### src/hdl/pclr_pkg.sv
// Shared types, constants and helpers for the press counter with lockout report.
package pclr_pkg;

  localparam logic [15:0] LOCKOUT_RESET = 16'(5000 / 8);
  localparam logic [7:0]  CMD_REPORT    = 8'h72;  // 'r'
  localparam logic [7:0]  CMD_CLEAR     = 8'h63;  // 'c'
  localparam logic [7:0]  CHAR_CR       = 8'h0d;
  localparam logic [7:0]  CHAR_LF       = 8'h0a;
  localparam logic [7:0]  CHAR_SPACE    = 8'h20;
  localparam logic [7:0]  CHAR_ZERO     = 8'h30;
  localparam logic [7:0]  CHAR_HEX_BASE = 8'h57;  // 'a' - 10
  localparam logic [3:0]  NIBBLE_MASK   = 4'hf;
  localparam logic [2:0]  POS_SPACE     = 3'd4;

  localparam logic MODE_POLL    = 1'b0;
  localparam logic MODE_COMMAND = 1'b1;
  localparam logic KIND_POLL    = 1'b0;
  localparam logic KIND_CHAR    = 1'b1;

  typedef enum logic [1:0] {
    RPT_IDLE,
    RPT_DIGIT,
    RPT_CR,
    RPT_LF
  } rpt_state_t;

  // control from the top level into the report unit
  typedef struct packed {
    logic start;
    logic clear;
    logic step;
  } rpt_ctl_t;

  // one report character handed back to the output register
  typedef struct packed {
    logic       valid;
    logic [7:0] ch;
    logic       last;
  } rpt_char_t;

  function automatic logic [7:0] hex_char(input logic [3:0] v);
    logic [3:0] n;
    n = v & NIBBLE_MASK;
    if (n < 4'd10) hex_char = CHAR_ZERO + {4'd0, n};
    else           hex_char = CHAR_HEX_BASE + {4'd0, n};
  endfunction

endpackage

### src/hdl/pclr_lane.sv
// One line lane: lockout flag, event timestamp and expiry compare.
module pclr_lane
  import pclr_pkg::*;
(
  input  logic        clk,
  input  logic        rst_n,
  input  logic        poll,
  input  logic        line_low,
  input  logic [15:0] time_now,
  input  logic [15:0] lockout_ticks,
  output logic        event_hit,
  output logic        expired
);

  logic        flag_r, flag_nxt;
  logic [15:0] time_r, time_nxt;
  logic        flag_mid;
  logic [15:0] age;

  // events first, then expiry against the updated state
  always_comb begin
    event_hit = line_low && !flag_r;
    flag_mid  = flag_r || event_hit;
    time_nxt  = event_hit ? time_now : time_r;
    age       = time_now - time_nxt;
    expired   = flag_mid && (age > lockout_ticks);
    flag_nxt  = flag_mid && !expired;
  end

  always_ff @(posedge clk) begin
    if (!rst_n) begin
      flag_r <= 1'b0;
    end else if (poll) begin
      flag_r <= flag_nxt;
    end
  end

  always_ff @(posedge clk) begin
    if (poll) begin
      time_r <= time_nxt;
    end
  end

endmodule

### src/hdl/pclr_report.sv
// Press counters and the sequencer that spells them out as hex text.
module pclr_report
  import pclr_pkg::*;
#(
  parameter int BUTTONS = 4
) (
  input  logic               clk,
  input  logic               rst_n,
  input  rpt_ctl_t           ctl,
  input  logic [BUTTONS-1:0] press_inc,
  output logic               active,
  output rpt_char_t          char_out
);

  localparam int BW = (BUTTONS > 1) ? $clog2(BUTTONS) : 1;
  localparam logic [BW-1:0] BTN_LAST = BW'(BUTTONS - 1);

  rpt_state_t    state_r, state_nxt;
  logic [BW-1:0] btn_r, btn_nxt;
  logic [2:0]    pos_r, pos_nxt;
  logic [15:0]   count_r [BUTTONS];
  logic [15:0]   count_sel;
  logic [3:0]    nibble;

  always_ff @(posedge clk) begin
    if (!rst_n) begin
      for (int b = 0; b < BUTTONS; b++) count_r[b] <= '0;
    end else if (ctl.clear) begin
      for (int b = 0; b < BUTTONS; b++) count_r[b] <= '0;
    end else begin
      for (int b = 0; b < BUTTONS; b++) begin
        if (press_inc[b]) count_r[b] <= count_r[b] + 16'd1;
      end
    end
  end

  // next state
  always_comb begin
    state_nxt = state_r;
    btn_nxt   = btn_r;
    pos_nxt   = pos_r;
    case (state_r)
      RPT_IDLE: begin
        if (ctl.start) begin
          state_nxt = RPT_DIGIT;
          btn_nxt   = '0;
          pos_nxt   = '0;
        end
      end
      RPT_DIGIT: begin
        if (ctl.step) begin
          if (pos_r == POS_SPACE) begin
            pos_nxt = '0;
            if (btn_r == BTN_LAST) state_nxt = RPT_CR;
            else                   btn_nxt   = btn_r + BW'(1);
          end else begin
            pos_nxt = pos_r + 3'd1;
          end
        end
      end
      RPT_CR: begin
        if (ctl.step) state_nxt = RPT_LF;
      end
      RPT_LF: begin
        if (ctl.step) state_nxt = RPT_IDLE;
      end
      default: state_nxt = RPT_IDLE;
    endcase
  end

  always_ff @(posedge clk) begin
    if (!rst_n) begin
      state_r <= RPT_IDLE;
      btn_r   <= '0;
      pos_r   <= '0;
    end else begin
      state_r <= state_nxt;
      btn_r   <= btn_nxt;
      pos_r   <= pos_nxt;
    end
  end

  // outputs
  always_comb begin
    count_sel      = count_r[btn_r];
    // pos 0 picks bits 15:12, pos 3 bits 3:0
    nibble         = 4'(count_sel >> {~pos_r[1:0], 2'b00});
    active         = (state_r != RPT_IDLE);
    char_out.valid = active && ctl.step;
    char_out.last  = (state_r == RPT_LF);
    case (state_r)
      RPT_DIGIT: char_out.ch = (pos_r == POS_SPACE) ? CHAR_SPACE : hex_char(nibble);
      RPT_CR:    char_out.ch = CHAR_CR;
      RPT_LF:    char_out.ch = CHAR_LF;
      default:   char_out.ch = '0;
    endcase
  end

endmodule

### src/hdl/press_counter_with_lockout_report_top.sv
// Top level: per-line lanes, merge of lane results, report unit and output register.
//
//   channel | ports                                          | direction
//   in      | in_valid/in_ready, mode, pin_levels, time, cmd | consumed
//   out     | out_valid/out_ready, kind, mask, pulse, char   | produced
//   cfg     | cfg_wr_en, cfg_wr_data (lockout_ticks)         | written
//
// A poll is handled in the accept cycle by all lanes at once; its status
// lands in the output register, where it waits for the out handshake.
// A report emits 5*BUTTONS+2 characters, one per cycle while out_ready holds;
// the input is held off until the last character is loaded.
// Reset is synchronous, active low; lockout_ticks returns to 625.
// A stalled output holds its register; input is taken once the slot frees.
module press_counter_with_lockout_report_top
  import pclr_pkg::*;
#(
  parameter int BUTTONS = 4
) (
  input  logic        clk,
  input  logic        rst_n,
  input  logic        in_valid,
  output logic        in_ready,
  input  logic        in_mode,
  input  logic [7:0]  in_pin_levels,
  input  logic [15:0] in_time_now,
  input  logic [7:0]  in_command_byte,
  output logic        out_valid,
  input  logic        out_ready,
  output logic        out_kind,
  output logic [7:0]  out_event_mask,
  output logic        out_clear_pulse,
  output logic [7:0]  out_report_char,
  output logic        out_last,
  input  logic        cfg_wr_en,
  input  logic [15:0] cfg_wr_data
);

  localparam int LINES = 2 * BUTTONS;

  logic [15:0]        ticks_r;
  logic               out_valid_r, out_kind_r, out_clear_pulse_r, out_last_r;
  logic [7:0]         out_event_mask_r, out_report_char_r;
  logic               slot_free, accept, poll;
  logic [LINES-1:0]   ev, exp_v;
  logic [7:0]         mask8;
  logic [BUTTONS-1:0] press_inc;
  logic               rpt_active;
  rpt_ctl_t           rctl;
  rpt_char_t          rchar;

  always_ff @(posedge clk) begin
    if (!rst_n) begin
      ticks_r <= LOCKOUT_RESET;
    end else if (cfg_wr_en) begin
      ticks_r <= cfg_wr_data;
    end
  end

  assign slot_free = !out_valid_r || out_ready;
  assign in_ready  = !rpt_active && slot_free;
  assign accept    = in_valid && in_ready;
  assign poll      = accept && (in_mode == MODE_POLL);

  genvar g;
  generate
    for (g = 0; g < LINES; g++) begin : g_lane
      logic low;
      if (g < 8) begin : g_pin
        assign low = !in_pin_levels[g];
      end else begin : g_none
        assign low = 1'b0;
      end
      pclr_lane u_lane (
        .clk          (clk),
        .rst_n        (rst_n),
        .poll         (poll),
        .line_low     (low),
        .time_now     (in_time_now),
        .lockout_ticks(ticks_r),
        .event_hit    (ev[g]),
        .expired      (exp_v[g])
      );
    end
    for (g = 0; g < 8; g++) begin : g_mask
      if (g < LINES) begin : g_on
        assign mask8[g] = ev[g];
      end else begin : g_off
        assign mask8[g] = 1'b0;
      end
    end
    for (g = 0; g < BUTTONS; g++) begin : g_inc
      assign press_inc[g] = poll && ev[2*g];
    end
  endgenerate

  always_comb begin
    rctl.start = accept && (in_mode == MODE_COMMAND) && (in_command_byte == CMD_REPORT);
    rctl.clear = accept && (in_mode == MODE_COMMAND) && (in_command_byte == CMD_CLEAR);
    rctl.step  = slot_free;
  end

  pclr_report #(.BUTTONS(BUTTONS)) u_report (
    .clk      (clk),
    .rst_n    (rst_n),
    .ctl      (rctl),
    .press_inc(press_inc),
    .active   (rpt_active),
    .char_out (rchar)
  );

  always_ff @(posedge clk) begin
    if (!rst_n) begin
      out_valid_r <= 1'b0;
    end else if (poll || rchar.valid) begin
      out_valid_r <= 1'b1;
    end else if (out_ready) begin
      out_valid_r <= 1'b0;
    end
  end

  always_ff @(posedge clk) begin
    if (poll) begin
      out_kind_r        <= KIND_POLL;
      out_event_mask_r  <= mask8;
      out_clear_pulse_r <= |exp_v;
      out_report_char_r <= '0;
      out_last_r        <= 1'b1;
    end else if (rchar.valid) begin
      out_kind_r        <= KIND_CHAR;
      out_event_mask_r  <= '0;
      out_clear_pulse_r <= 1'b0;
      out_report_char_r <= rchar.ch;
      out_last_r        <= rchar.last;
    end
  end

  assign out_valid       = out_valid_r;
  assign out_kind        = out_kind_r;
  assign out_event_mask  = out_event_mask_r;
  assign out_clear_pulse = out_clear_pulse_r;
  assign out_report_char = out_report_char_r;
  assign out_last        = out_last_r;

endmodule

### config.mk
export PLATFORM = sky130hd
export DESIGN_NAME = press_counter_with_lockout_report_top
export DESIGN_NICKNAME = d
export VERILOG_FILES = /design/src/hdl/pclr_pkg.sv /design/src/hdl/pclr_lane.sv /design/src/hdl/pclr_report.sv /design/src/hdl/press_counter_with_lockout_report_top.sv
export SDC_FILE = /design/constraint.sdc
export NUM_CORES = 1
export LEC_CHECK = 0
export BUFFER_PORTS_ARGS = -buffer_cell sky130_fd_sc_hd__buf_4
export CAP_MARGIN = 20
export CORE_ASPECT_RATIO = 1.1
export CORE_MARGIN = 5
export CORE_UTILIZATION = 50
export DETAILED_ROUTE_END_ITERATION = 10
export PLACE_DENSITY_LB_ADDON = 0.15
export SYNTH_ARGS = -nofsm -noshare
export SYNTH_HDL_FRONTEND = slang
export SYNTH_SLANG_ARGS = --single-unit
export TNS_END_PERCENT = 50
### constraint.sdc
create_clock -name clk -period 7.8 [get_ports clk]
set_input_delay 0.39 -clock clk [delete_from_list [all_inputs] [get_ports clk]]
set_output_delay 0.39 -clock clk [all_outputs]
set_load 0.005 [all_outputs]
==> flow_summary.ini, run 1 <==
[floorplan]
die_y_um = 221.8
start_util_pct = 50.64
die-area_um2 = 44930
io_pins = 75
core_um2 = 40270
dieWidth_um = 202.6
rows = 77

[clocking]
postCtsSetupBuffers = 0
htree_levels = 1
cts_hold_buf = 0
cts_tree = yes
cts.sinks = 244
clkTransAtPathRegs_ns = 0.06
numCtsBuffers = 30
clkLatencyLatePin_ns = 0.58
cts-resized-gates = 0
cts_root_buf = clkbuf_16
cts_buffer_depth = 3

[placement]
place_area_um2 = 21360
post-place-ws_ns = 1.689
place.gp.congestion = 0.8585
hpwl_um = 41170
portBuffers = 73

[sta]
setup_violations = 0
fin_setup_tns_ns = 0
fmaxAchievable_mhz = 164.8
period_minus_slack_ns = 6.068
slew_viol_final = 0
timing.final.ws_setup_ns = 1.732
fin_crit_sh_pct = 77.79
rsz0062_at_grt = false
relSlewSlack_pct = 29.12
worst_slew_pin_slew_ns = 1.063
final_hold_viol_count = 0
skew_ns = 0.02288

[setup_path]
regToRegEndpoint = out_clear_pulse
cp-end-kind = flip-flop
r2r_cells = 24
worst_path_max_delay_cell = or2_1
path_class = flip-flop to flip-flop
timing.rr.start = g_lane[1].u_lane.flag_r
slowest_delay_ns = 0.83
critPathRequiredTime_ns = 8.08
path_max_fanout = 25
worstPathCellList = or2_1 > o21ai_0 > ha_1 > inv_1 > ha_1 > inv_1 > a22oi_1 > o22ai_1 > a22oi_1 > a221oi_1 > o31ai_1 > a41oi_1 > nand2b_1 > a21oi_1 > xnor2_1 > ha_1 > nand4_1 > nor3_1 > and3_1 > a221oi_1 > a22oi_1 > a21boi_0 > nor4b_1 > a41oi_1
arrival_ns = 6.35
reg2reg_slack_ns = 1.73
worstSetupStartpointType = flip-flop

[logic_synthesis]
async_reset_ff_share_pct = 0
synth_top_family_by_area = simple AND/OR/NAND/NOR gates
synth_top_area_cell = edfxtp_1
ys_warn_count = 0
syn_area_per_cell_um2 = 8.752
synth_mux_area_share_pct = 5.743
synth_seq_area_share_pct = 33.03
syn-num-nets = 2612
synth_xor_area_share_pct = 7.387
synthAdderAreaFrac_pct = 14.38
ys_top_cells_by_area = edfxtp_1, ha_1, dfxtp_1, nand2_1, xnor2_1
synth_edf_count = 185
synth_simple_gate_area_share_pct = 17.81
post-synth-top-area-fraction_pct = 27.24
synthFlopType = edfxtp_1
ys_ff_latch = 244
synth.distinct_cells = 84
synth.most_common_cell = nand2_1
synth_compound_area_share_pct = 17.07
syn_area_um2 = 20390
synth_common_cells = nand2_1, ha_1, nor2_1
syn_inst = 2330

[global_route]
antenna_found_initial = 2
grt_max_degree = 60
grt_pass1_wl_um = 90680
gr-total-overflow = 0
track_usage_pct = 25.35
grt_pass1_vias = 16580

[route]
drt-initial-drc-count = 1216
drt_pass1_iterations = 5
drc = 0
vias_per_cell = 5.992
dr_total_vias = 17400
postRouteAntennaNets = 0
wl_um = 58570
post_drt_wl_per_cell_um = 20.18

[final_layout]
drive_gt1_share_pct = 7.995
area_growth_pct = 9.577
nets = 2647
stdcell_area_um2 = 22350
fill_cells = 3660
regArea_um2 = 6736
multi_input_area_um2 = 12730

[power_and_ir_drop]
power_density_nw_per_um2 = 224.6
ir_drop_v = 0.0001822
leakage_nw = 9.433
total_power_mw = 5.020

[hold_path]
holdCritPathClass = input port to flip-flop
min-delay-start = cfg_wr_data[5]
hold_path_depth = 3
min_to = ticks_r[5]

[run_status]
status = complete, no violations

[run]
cap_violations = 0
metrics by stage:
step,cells,hold slack (ns),utilization [%]
2_1_floorplan,2330,0.4527,-
3_3_place_gp,2845,0.4464,53.03
3_5_place_dp,2845,0.4620,53.03
4_1_cts,2901,0.001548,55.42
5_1_grt,2902,0.02218,55.48
6_report,2903,0.02042,55.49
cell type report:
class | instances | share of cell area [%]
multi-input combinational | 1850 | 56.97
clock buffer | 45 | 3.975
antenna | 1 | 0.01120
timing repair buffer | 94 | 3.247
tap | 513 | 2.872
inverter | 145 | 2.458
clock inverter | 11 | 0.3247
sequential | 244 | 30.15
worst max-delay path: cells and delay by family, from the launching register on:
| family | cells | cell delay [ns] |
|---|---|---|
| xor+xnor | 1 | 0.14 |
| buf+inv | 2 | 0.21 |
| compound gates | 12 | 2.46 |
| fa+ha+maj | 3 | 0.87 |
| simple gates | 6 | 1.69 |
| flops | 1 | 0.38 |
registers in the layout, indices dropped and copies added (netlist names), named ones only:
| name | flops |
|---|---|
| u_report.btn_r | 2 |
| u_report.pos_r | 3 |
| out_clear_pulse | 1 |
| g_lane.u_lane.time_r | 128 |
| u_report.count_r | 64 |
| ticks_r | 16 |
| u_report.state_r | 2 |
| out_valid | 1 |
| out_report_char | 7 |
| out_event_mask | 8 |
| g_lane.u_lane.flag_r | 8 |
| out_kind | 1 |
| out_last | 1 |
power breakdown:
part           switching [mW]  internal, mW  leakage [nW]
clock network           0.579         0.786         0.482
registers               0.105          1.60          2.27
logic                    1.15         0.802          6.68
kinds of logic (layout without fill, tap and decap cells):
kind of cell / after synthesis / in the layout
adder cells (fa/ha/maj): 236 / 236
AND/OR/NAND/NOR: 796 / 796
buffers and inverters: 236 / 295
other: 1 / 2
AO/OA/AOI/OAI: 553 / 553
XOR/XNOR: 172 / 172
flip-flops: 244 / 244
multiplexers: 92 / 92
worst max-delay path by stage:
stage | end | slack, ns | startpoint
2_1_floorplan | g_lane[0].u_lane.time_r[0] | 2.21 | u_report.state_r[0]
3_3_place_gp | out_clear_pulse | 1.96 | in_time_now[0]
3_5_place_dp | out_clear_pulse | 1.69 | in_time_now[0]
4_1_cts | out_clear_pulse | 1.81 | g_lane[1].u_lane.flag_r
5_1_grt | out_clear_pulse | 1.05 | g_lane[1].u_lane.flag_r
6_report | out_clear_pulse | 1.73 | g_lane[1].u_lane.flag_r
per-layer routing:
layer  share of wire [%]  global-route usage, %  routed length [um]  vias up
met5               0.022                      0                  13        -
met4                 4.6                  9.551                2666        2
met3                 7.6                  3.847                4475      155
met2                  45                  42.20               26520      599
met1                  43                  33.50               24890     8170
li1                    -                      -                   -     8470
cell usage in the layout, fill, tap and decap left out, drive strengths merged, types with 6 or more instances in the layout:
cell type  count
and3          32
nand4         26
o2111ai        7
nand2        284
a311oi         6
nor2b         44
nor2         221
dfxtp         59
nor3          34
xnor2        103
edfxtp       185
ha           228
xor2          69
a221oi        15
o21a          16
buf           94
a21o          42
or3           12
maj3           8
o31ai          6
clkinv        12
mux4          20
mux2i         72
o211ai        11
nand2b        43
o31a           6
a31oi         16
o21bai         7
inv          144
a22oi         13
nand3         61
a21oi        159
a211oi        18
or2           16
o22ai         14
o21ai        167
clkbuf        45
(Power assumes the default switching activity.)
==> run 2: changes to the inputs <==
==> constraint.sdc (replaced) <==
create_clock -name clk -period 6.2 [get_ports clk]
set_input_delay 0.31 -clock clk [delete_from_list [all_inputs] [get_ports clk]]
set_output_delay 0.31 -clock clk [all_outputs]
set_load 0.005 [all_outputs]
==> run 2 against run 1 <==
Sequential power rose by 26%. Sequential share of layout area fell by 0.32 points. Worst setup slack got worse by 1.2 ns. Clock skew barely moved. Wire length fell by 0.24%. Power rose by 27%. Cell count rose by 0.79%. Core utilization rose by 0.60 points. Clock power rose by 29%. First-iteration DRC count rose by 12%. Via count rose by 0.28%. Critical endpoint unchanged. Largest power group unchanged. Highest routed layer is now met4.
==> flow_summary.ini, run 2 (synthesis results as in run 1) <==
[final_layout]
num_antenna_cells = 0
top_register = g_lane.u_lane.time_r
layout_commonest_cell = nand2_1
nets = 2671
largest_register_ffs = 128
stdcell_area_um2 = 22590
drive_gt1_share_pct = 8.247
finalNonFillerCells = 2926
final_cell_mix = nand2_1, ha_1, nor2_1, edfxtp_1, a21oi_1
top_regs = g_lane.u_lane.time_r (128), u_report.count_r (64), ticks_r (16)
area_growth_pct = 10.76

[clocking]
cts_hold_buf = 16
cts.sinks = 244
cts-resized-gates = 0
postCtsSetupBuffers = 0
cts_root_buf = clkbuf_16
cts_buffer_depth = 3
numCtsBuffers = 30
clkTransAtPathRegs_ns = 0.06
cts_tree = yes
htree_levels = 1
clkLatencyLatePin_ns = 0.60

[sta]
fmaxAchievable_mhz = 175.5
setup_violations = 0
period_minus_slack_ns = 5.697
rsz0062_at_grt = false
fin_setup_tns_ns = 0
final_hold_viol_count = 0
relSlewSlack_pct = 39.44
slew_viol_final = 0
fin_crit_sh_pct = 91.89
worst_slew_pin_slew_ns = 0.9074
skew_ns = 0.02247

[setup_path]
path_max_fanout = 5
path_class = flip-flop to flip-flop
cp-end-kind = flip-flop
arrival_ns = 6.03
reg2reg_slack_ns = 0.50
worstSetupStartpointType = flip-flop
timing.rr.start = g_lane[6].u_lane.flag_r
critPathRequiredTime_ns = 6.53
regToRegEndpoint = out_clear_pulse
r2r_cells = 23

[route]
drc = 0
vias_per_cell = 5.962
drt-initial-drc-count = 1359
post_drt_wl_per_cell_um = 19.97
postRouteAntennaNets = 0
drt_pass1_iterations = 6
wl_um = 58430
dr_total_vias = 17440

[floorplan]
io_pins = 75
die_y_um = 221.8
core_um2 = 40270
die-area_um2 = 44930
rows = 77
start_util_pct = 50.64
dieWidth_um = 202.6

[power_and_ir_drop]
power_density_nw_per_um2 = 282.8
internal-power_mw = 4.049
p_comb_share_pct = 38.7
swShare_pct = 36.62
clockPowerShare_pct = 27.7
leakage_nw = 9.554
seqPwrFrac_pct = 33.6
ir_drop_v = 0.0002293
power_switching_mw = 2.340

[run_status]
status = complete, no violations

[global_route]
antenna_found_initial = 0
gr-usage-met1_pct = 33.81
gr-usage-met2_pct = 41.64
use_met3_pct = 2.999
grt_max_degree = 58
grt_pass1_vias = 16500
track_usage_pct = 24.91
grt_pass1_wl_um = 89720
top_usage_layer = met2
gr-total-overflow = 0

[placement]
portBuffers = 73
dp.cells = 2853
place_area_um2 = 21420
hpwl_um = 41540
place.gp.congestion = 0.8910

[hold_path]
min_to = ticks_r[0]
hold_path_depth = 2
min-delay-start = rst_n
holdCritPathClass = input port to flip-flop

[run]
cap_violations = 0
## run 2: changes by cell type in the layout (fill, tap and decap cells not counted), moves of 2 or more
cell,change
dlygate4sd3_1,+16
buf_4,+8
clkbuf_1,-4
clkbuf_8,-4
clkinv_1,+4
clkbuf_16,+3
clkinv_2,+2
## run 2: through the flow
stage               utilization [%]  hold WS (ns)  setup WS (ns)  total power [mW]
floorplan                         -        0.4387         0.6094             3.953
global placement              53.18        0.4426         0.6044             4.551
detailed placement            53.18        0.4478         0.3963             4.608
CTS                           56.05       0.02975         0.5567             6.406
global route                  56.09       0.06468        0.05847             6.808
finish                        56.09       0.05977         0.5031             6.388
## run 2: area by class of cell
| cell class | count | area, um^2 |
|---|---|---|
| tap | 513 | 641.9 |
| clock inverter | 16 | 102.6 |
| sequential | 244 | 6736 |
| clock buffer | 40 | 893.4 |
| inverter | 145 | 549.3 |
| timing repair buffer | 118 | 933.4 |
| fill | 3603 | 17680 |
| multi-input combinational | 1850 | 12730 |
## run 2: per-layer routing
layer | vias up | wire length [um]
li1 | 8510 | -
met1 | 8266 | 25960
met2 | 560 | 26900
met3 | 108 | 3625
met4 | 0 | 1941
met5 | - | 0
## run 2: power by group through the flow
stage / combinational (mW) / sequential, mW / clock, mW
after detailed placement: 2.43 / 2.18 / 0
after floorplan: 1.80 / 2.15 / 0
after global placement: 2.38 / 2.17 / 0
final: 2.47 / 2.15 / 1.77
after CTS: 2.46 / 2.15 / 1.80
after global routing: 2.76 / 2.17 / 1.88
## run 2: how the worst max path moves through the flow
stage                             from                          to  slack [ns]
6_report       g_lane[6].u_lane.flag_r             out_clear_pulse        0.50
5_1_grt        g_lane[6].u_lane.flag_r             out_clear_pulse        0.06
4_1_cts        g_lane[6].u_lane.flag_r             out_clear_pulse        0.56
3_5_place_dp            in_time_now[0]             out_clear_pulse        0.40
3_3_place_gp            in_time_now[0]             out_clear_pulse        0.60
2_1_floorplan      u_report.state_r[0]  g_lane[0].u_lane.time_r[0]        0.61
## run 2: critical path, cell delays in order (launching register included)
cell and delay (ns):
dfxtp_1 0.34, or2_2 0.34, o21ai_0 0.33, ha_1 0.30, inv_1 0.09, ha_1 0.20
a21oi_1 0.28, maj3_1 0.22, a221oi_1 0.11, o21ai_1 0.26, o21ai_1 0.15, o41ai_2 0.36
o21ai_0 0.17, a21oi_1 0.20, xnor2_1 0.16, ha_1 0.27, nand2_1 0.10, nor3_1 0.07
and3_1 0.19, a221oi_1 0.25, a22oi_1 0.21, a22oi_1 0.36, nor4b_1 0.34, a41oi_1 0.16
